[src/hdl/assert_macros.svh]
// ---------------------------------------------------------------------------
// assertion macros
// shared concurrent assertion forms for the gpio interrupt core
// ---------------------------------------------------------------------------
`ifndef ASSERT_MACROS_SVH
`define ASSERT_MACROS_SVH

// property checked on every rising edge, off while reset is asserted
`define ASSERT_CLK(name, clk, rst_n, prop, msg) \
    name: assert property (@(posedge clk) disable iff (!rst_n) (prop)) else $error(msg);

// property checked on every rising edge, reset included
`define ASSERT_ALWAYS(name, clk, prop, msg) \
    name: assert property (@(posedge clk) (prop)) else $error(msg);

`endif

[src/hdl/gpioei_pkg.sv]
// ---------------------------------------------------------------------------
// gpioei_pkg
// register map, bus widths and beat types of the gpio interrupt core
// ---------------------------------------------------------------------------
`default_nettype none

package gpioei_pkg;

    localparam int unsigned DATA_W     = 32;
    localparam int unsigned OFFSET_W   = 5;
    localparam int unsigned S_TDATA_W  = 40;
    localparam int unsigned M_TDATA_W  = 40;

    // byte offsets of the word registers
    localparam logic [OFFSET_W-1:0] OFFS_DIR    = 5'h00;
    localparam logic [OFFSET_W-1:0] OFFS_OUT    = 5'h04;
    localparam logic [OFFSET_W-1:0] OFFS_INPUT  = 5'h08;
    localparam logic [OFFSET_W-1:0] OFFS_EN     = 5'h0C;
    localparam logic [OFFSET_W-1:0] OFFS_STATUS = 5'h10;
    localparam logic [OFFSET_W-1:0] OFFS_TRIG   = 5'h14;
    localparam logic [OFFSET_W-1:0] OFFS_POL    = 5'h18;

    localparam logic ACC_READ  = 1'b0;
    localparam logic ACC_WRITE = 1'b1;

    typedef struct packed {
        logic                write;
        logic [OFFSET_W-1:0] offset;
        logic [DATA_W-1:0]   data;
    } access_t;

    typedef struct packed {
        logic [DATA_W-1:0] read_data;
        logic              irq;
    } result_t;

endpackage

`default_nettype wire

[src/hdl/gpioei_regfile.sv]
// ---------------------------------------------------------------------------
// gpioei_regfile
// gpio register file with edge and level interrupt status update
// ---------------------------------------------------------------------------
`default_nettype none
`include "assert_macros.svh"

module gpioei_regfile #(
    parameter int unsigned PIN_COUNT = 32
) (
    input  wire                    clk,
    input  wire                    rst_n,
    input  wire                    step,
    input  gpioei_pkg::access_t    access,
    output gpioei_pkg::result_t    result
);

    logic [PIN_COUNT-1:0]          dir_reg,    dir_next;
    logic [PIN_COUNT-1:0]          outv_reg,   outv_next;
    logic [PIN_COUNT-1:0]          en_reg,     en_next;
    logic [PIN_COUNT-1:0]          status_reg, status_next;
    logic [gpioei_pkg::DATA_W-1:0] trig_reg,   trig_next;
    logic [gpioei_pkg::DATA_W-1:0] pol_reg,    pol_next;

    logic [PIN_COUNT-1:0] wdata_pin;
    logic [PIN_COUNT-1:0] change;
    logic [PIN_COUNT-1:0] match;
    logic                 recompute;

    assign wdata_pin = access.data[PIN_COUNT-1:0];

    always_comb
    begin
        dir_next    = dir_reg;
        outv_next   = outv_reg;
        en_next     = en_reg;
        status_next = status_reg;
        trig_next   = trig_reg;
        pol_next    = pol_reg;
        recompute   = 1'b0;
        change      = '0;
        if (access.write == gpioei_pkg::ACC_WRITE)
        begin
            unique case (access.offset)
                gpioei_pkg::OFFS_DIR:
                begin
                    dir_next  = wdata_pin;
                    recompute = 1'b1;
                end
                gpioei_pkg::OFFS_OUT:
                begin
                    // edge mode: flag enabled output pins moving the selected way
                    if (trig_reg == '0)
                    begin
                        change = (pol_reg != '0) ? (~outv_reg & wdata_pin)
                                                 : (outv_reg & ~wdata_pin);
                        status_next = status_reg | (change & dir_reg & en_reg);
                    end
                    outv_next = wdata_pin;
                    recompute = 1'b1;
                end
                gpioei_pkg::OFFS_EN:
                begin
                    en_next   = wdata_pin;
                    recompute = 1'b1;
                end
                gpioei_pkg::OFFS_STATUS:
                begin
                    status_next = status_reg & ~wdata_pin;
                    recompute   = 1'b1;
                end
                gpioei_pkg::OFFS_TRIG:
                begin
                    trig_next = access.data;
                    recompute = 1'b1;
                end
                gpioei_pkg::OFFS_POL:
                begin
                    pol_next  = access.data;
                    recompute = 1'b1;
                end
                default:
                begin
                    recompute = 1'b0;
                end
            endcase
        end
        // level mode: output pins follow output == polarity, input pins keep status
        match = (pol_next != '0) ? outv_next : ~outv_next;
        if (recompute && (trig_next != '0))
        begin
            status_next = (status_next & ~dir_next) | (dir_next & match);
        end
    end

    always_comb
    begin
        result.read_data = '0;
        if (access.write == gpioei_pkg::ACC_READ)
        begin
            unique case (access.offset)
                gpioei_pkg::OFFS_DIR:    result.read_data = 32'(dir_reg);
                gpioei_pkg::OFFS_OUT:    result.read_data = 32'(outv_reg);
                gpioei_pkg::OFFS_INPUT:  result.read_data = 32'(outv_reg & dir_reg);
                gpioei_pkg::OFFS_EN:     result.read_data = 32'(en_reg);
                gpioei_pkg::OFFS_STATUS: result.read_data = 32'(status_reg);
                gpioei_pkg::OFFS_TRIG:   result.read_data = trig_reg;
                gpioei_pkg::OFFS_POL:    result.read_data = pol_reg;
                default:                 result.read_data = '0;
            endcase
        end
        result.irq = |(status_next & en_next);
    end

    always_ff @(posedge clk or negedge rst_n)
    begin
        if (!rst_n)
        begin
            dir_reg    <= '0;
            outv_reg   <= '0;
            en_reg     <= '0;
            status_reg <= '0;
            trig_reg   <= '0;
            pol_reg    <= '0;
        end
        else if (step)
        begin
            dir_reg    <= dir_next;
            outv_reg   <= outv_next;
            en_reg     <= en_next;
            status_reg <= status_next;
            trig_reg   <= trig_next;
            pol_reg    <= pol_next;
        end
    end

    `ASSERT_CLK(a_read_keeps_state, clk, rst_n, step && (access.write == gpioei_pkg::ACC_READ) |=> $stable(dir_reg) && $stable(outv_reg) && $stable(en_reg) && $stable(status_reg), "read access changed register state")
    `ASSERT_CLK(a_input_write_ignored, clk, rst_n, step && (access.write == gpioei_pkg::ACC_WRITE) && (access.offset == gpioei_pkg::OFFS_INPUT) |=> $stable(status_reg) && $stable(outv_reg), "write to input register changed state")
    `ASSERT_CLK(a_unknown_read_zero, clk, rst_n, (access.write == gpioei_pkg::ACC_READ) && (access.offset > gpioei_pkg::OFFS_POL) |-> (result.read_data == '0), "unknown offset read nonzero")

endmodule

`default_nettype wire

[src/hdl/gpio_edge_level_interrupt_core.sv]
// ---------------------------------------------------------------------------
// gpio_edge_level_interrupt_core
// stream front end of the gpio register block with interrupt output
// ---------------------------------------------------------------------------
// Each input beat is one register read or write; each produces one output beat
// carrying the read data (zero on writes and unknown offsets) and the interrupt
// line as it stands after the access. One access is taken every clock cycle
// while the output is not stalled; each beat passes the input register and then
// the result register, and the register file is updated as the result register loads.
// While a finished result waits on the output, the input register takes one
// more beat and then the input side stalls until the result beat is taken.
`default_nettype none
`include "assert_macros.svh"

module gpio_edge_level_interrupt_core #(
    parameter int unsigned PIN_COUNT = 32
) (
    input  wire                                   clk,
    input  wire                                   rst_n,
    input  wire                                   s_axis_tvalid,
    output logic                                  s_axis_tready,
    // [4:0] reg_offset, [36:5] write_data, [39:37] zero
    input  wire  [gpioei_pkg::S_TDATA_W-1:0]      s_axis_tdata,
    // [0] action
    input  wire                                   s_axis_tuser,
    output logic                                  m_axis_tvalid,
    input  wire                                   m_axis_tready,
    // [31:0] read_data, [32] irq_level, [39:33] zero
    output logic [gpioei_pkg::M_TDATA_W-1:0]      m_axis_tdata
);

    gpioei_pkg::access_t in_data_reg;
    logic                in_valid_reg;
    gpioei_pkg::result_t out_data_reg;
    logic                out_valid_reg;
    gpioei_pkg::result_t result;
    logic                advance;
    logic                step;

    assign advance       = !out_valid_reg || m_axis_tready;
    assign step          = in_valid_reg && advance;
    assign s_axis_tready = !in_valid_reg || advance;

    gpioei_regfile #(
        .PIN_COUNT (PIN_COUNT)
    ) u_regfile (
        .clk    (clk),
        .rst_n  (rst_n),
        .step   (step),
        .access (in_data_reg),
        .result (result)
    );

    always_ff @(posedge clk or negedge rst_n)
    begin
        if (!rst_n)
        begin
            in_valid_reg  <= 1'b0;
            out_valid_reg <= 1'b0;
        end
        else
        begin
            if (s_axis_tready)
            begin
                in_valid_reg <= s_axis_tvalid;
            end
            if (advance)
            begin
                out_valid_reg <= in_valid_reg;
            end
        end
    end

    // payload registers
    always_ff @(posedge clk)
    begin
        if (s_axis_tready && s_axis_tvalid)
        begin
            in_data_reg.write  <= s_axis_tuser;
            in_data_reg.offset <= s_axis_tdata[gpioei_pkg::OFFSET_W-1:0];
            in_data_reg.data   <= s_axis_tdata[gpioei_pkg::OFFSET_W +: gpioei_pkg::DATA_W];
        end
        if (step)
        begin
            out_data_reg <= result;
        end
    end

    assign m_axis_tvalid = out_valid_reg;
    assign m_axis_tdata  = gpioei_pkg::M_TDATA_W'({out_data_reg.irq, out_data_reg.read_data});

    `ASSERT_CLK(a_stall_needs_item, clk, rst_n, !s_axis_tready |-> in_valid_reg,
        "input stalled with empty input register")
    `ASSERT_CLK(a_item_not_lost, clk, rst_n, in_valid_reg && !advance |=> in_valid_reg,
        "pending access dropped during output stall")
    `ASSERT_CLK(a_result_follows, clk, rst_n, in_valid_reg && !out_valid_reg |=> out_valid_reg,
        "access did not produce a result beat")

endmodule

`default_nettype wire

[config.mk]
export PLATFORM = sky130hd
export DESIGN_NAME = gpio_edge_level_interrupt_core
export DESIGN_NICKNAME = d
export VERILOG_FILES = /design/src/hdl/gpioei_pkg.sv /design/src/hdl/gpioei_regfile.sv /design/src/hdl/gpio_edge_level_interrupt_core.sv
export VERILOG_INCLUDE_DIRS = /design/src /design/src/hdl
export SDC_FILE = /design/constraint.sdc
export NUM_CORES = 1
export LEC_CHECK = 0
export ABC_AREA = 1
export BUFFER_PORTS_ARGS = -buffer_cell sky130_fd_sc_hd__buf_2
export CORE_MARGIN = 1
export CORE_UTILIZATION = 62
export CTS_CLUSTER_SIZE = 28
export DETAILED_ROUTE_END_ITERATION = 10
export PLACE_DENSITY_LB_ADDON = 0.08
export SLEW_MARGIN = 20
export SYNTH_ARGS = -nofsm -noshare
export SYNTH_HDL_FRONTEND = slang
export SYNTH_SLANG_ARGS = --single-unit
[constraint.sdc]
create_clock -name clk -period 3.1 [get_ports clk]
set_input_delay 0 -clock clk [delete_from_list [all_inputs] [get_ports clk]]
set_output_delay 0 -clock clk [all_outputs]
set_load 0.05 [all_outputs]
==> metrics.txt <==
Leak=9.55 nW; failing checks=negative setup slack; CTS tree=done; total CTS buffers=30; routed vias/inst=6.17; Logic pwr share=0.444; DRT iter0 DRCs=3,074; number of inserted diodes=0; wirelength, routed=60,400 microns; fillers=1,941; R2R depth=21; Clock transition at path regs=60 ps; DRC viols=0; I/O Pins=87; Largest delay share family, worst path=simple AND/OR/NAND/NOR gates; final setup fails=1; setup TNS=-149 ps; Cell Area, Placed=17,800 sq um; cells after synthesis=2,397; Clk pwr share=0.220; Most used DFF post-synth=dfrtp_1; Yosys warning count=0; Area growth syn-to-layout=21.3%; Required @ worst endpoint=3540 ps; CP cell instances=nor2_4 > buf_6 > nand4_1 > buf_6 > clkbuf_16 > o21ai_4 > nand2_2 > nor2_4 > nand2_2 > nor2_4 > nand2_4 > buf_6 > nand2_4 > nand2_2 > o21ai_2 > nand2_2 > nand2_2 > nor2_2 > nand2_1 > nor2_1 > nand2_1; die area=27,100 sq um; ys async rst share=0.732; cell area after layout=19,900 sq um; Pint=9.19 mW; EDFF count, synth=71; Total Routing Usage GR=0.442; clk_lat worst skew=570 ps; num rows=59; die height=165 microns; core area=26,000 sq um; total power=16.5 mW; status=finished, violations left; synth unique cells=28; sw power=7.34 mW; CP Launch Type=flip-flop; max reg flops=38; top-count cell post-synth=nand2_1; Maximum Capacitance Violations=0; worst endpoint data arrival time=3690 ps; IO Port Bufs=76; Switching Fraction=0.444; area share of the largest cell type after synthesis=0.296; max incr delay on CP=420 ps; DR vias=18,100; Critical Path Fanout Max=7; Final #Nets=2,616; deepest clock path buffer count=3; crit path kind=flip-flop to flip-flop; Synth Register Bits=265; H-tree Lvls=1; Worst-Margin Slew=1030 ps; Tcrit/Tclk final=1.05; Setup WS pre-CTS=-140 ps; most common library cells after synthesis=824 x nand2_1, 373 x o21ai_0, 274 x inv_1; register area share after synthesis=0.426; layout cells sized above 1=0.138; pwr/cell area=831 nW/um^2; Detail Route Antenna Nets=0; TritonCTS sink count=265; highest-delay cell along the critical path=edfxtp_1; largest net degree at the start of global routing=258; drt first pass iters=7; Die Span X=165 microns; syn avg cell area=6.84 sq um; fin worst setup slack=-149 ps; cell mode on critical path=nand2_2; worst r2r dst=m_axis_tdata[32]; Crit. End Element=flip-flop; Final Hold Fails=0; largest cells by area after synthesis=dfrtp_1 30%, nand2_1 19%, edfxtp_1 13%; Hold WC Path Type=input pin to asynchronous set/reset pin; Final Max Tran Viols=0; initial antenna violation count=0; post-DP HPWL=38,800 microns; vias in the first global route=16,500; Reg2Reg Setup Slack=-150 ps; Slew HR=0.310; RSZ-0062 raised after global routing=yes; clk_skew=15.9 ps; Fmax achieved=308 MHz; clock root cell=clkbuf_16; post-synth top area cell=dfrtp_1; crit path time final=3250 ps; area of the multi-input gates=8050 sq um; synthesized area=16,400 sq um; VDD IR max=0.635 mV; GR Overflow Total=0; wire length per cell=20.6 microns; Register Area=6990 sq um; FF-to-FF Start=in_data_reg[33]; global-route wire length before repair=90,200 microns; Starting Density=0.631; crit path buf inv count=4; post-layout util=0.765; global placement routability congestion=0.995; Reg power frac=0.336
[cell families (layout without fill, tap and decap cells)]
group,count (synthesis),count (layout),synth area share
other,1,7,0.000229
and+or+nand+nor,1194,1194,0.301
buffers and inverters,416,608,0.102
AOI/OAI and AO/OA,521,521,0.171
DFF,265,265,0.426
[area by class of cell]
class                      count  share of cell area
sequential                   265               0.351
clock inverter                15             0.00736
clock buffer                  41              0.0429
timing repair buffer         275               0.120
inverter                     277              0.0524
tap                          335              0.0211
multi-input combinational   1722               0.405
[worst max-delay path by stage]
stage / from / endpoint / slack (ps) / cells after the start
CTS: in_data_reg[36] / m_axis_tdata[32] / -3 / 23
finish: in_data_reg[33] / m_axis_tdata[32] / -150 / 21
global route: in_data_reg[33] / m_axis_tdata[32] / -260 / 21
global placement: in_data_reg[33] / m_axis_tdata[32] / -80 / 19
floorplan: m_axis_tvalid / m_axis_tdata[0] / 210 / 6
detailed placement: in_data_reg[33] / m_axis_tdata[32] / -140 / 20
[layer usage]
metal	wire (microns)	global-route usage	vias to the layer above
li1	-	-	8148
met1	22200	0.598	8170
met2	25600	0.653	1477
met3	9200	0.110	280
met4	3330	0.233	0
met5	0	0	-
[cell usage in the layout, fill, tap and decap left out, types with 2 or more instances in the layout]
cell,synthesis,final
nand2_1,824,799
nand3b_1,48,48
buf_2,19,75
nand2_4,0,4
o22ai_1,64,64
buf_6,6,11
buf_12,0,21
edfxtp_1,71,71
dlygate4sd3_1,0,43
dfrtp_1,194,194
o21ai_4,0,3
nor2_2,1,10
clkbuf_1,96,6
clkbuf_16,0,34
inv_1,274,272
clkinv_1,0,5
buf_16,0,2
nor2_1,168,154
nand2_2,2,23
bufinv_16,0,3
conb_1,1,7
o21ai_1,32,12
a2111oi_0,31,30
nand4_1,14,14
inv_2,3,4
o21ai_2,0,19
clkbuf_8,0,5
nand3_2,0,4
clkinv_2,0,6
nor3_1,23,23
o21ai_0,373,371
a21oi_1,19,18
nor2_4,4,9
nand3_1,108,104
buf_4,9,118
[timing repair]
item / 4_1_cts / 5_1_grt
gates resized for setup: 31 / 66
pin swaps: 6 / 35
endpoints found under the setup margin: 1 / 1
hold buffers: 43 / 0
endpoints found under the hold margin: 146 / 0
cloned: 3 / 4
buffers inserted: 11 / 7
[through the flow]
stage / cells / hold WS [ps]
after global routing: 2930 / 82.7
final: 2930 / 10.2
after detailed placement: 2808 / 56.3
after global placement: 2808 / 65.2
after floorplan: 2403 / -296
after CTS: 2921 / 36.0
[power groups by stage]
stage	clock, mW	sequential (mW)	combinational [mW]
floorplan	0	5.49	4.02
global placement	0	5.49	6.19
detailed placement	0	5.53	6.34
CTS	3.66	5.49	6.72
global route	3.79	5.64	7.89
finish	3.64	5.54	7.34
Power figures use the tool's default switching activity.
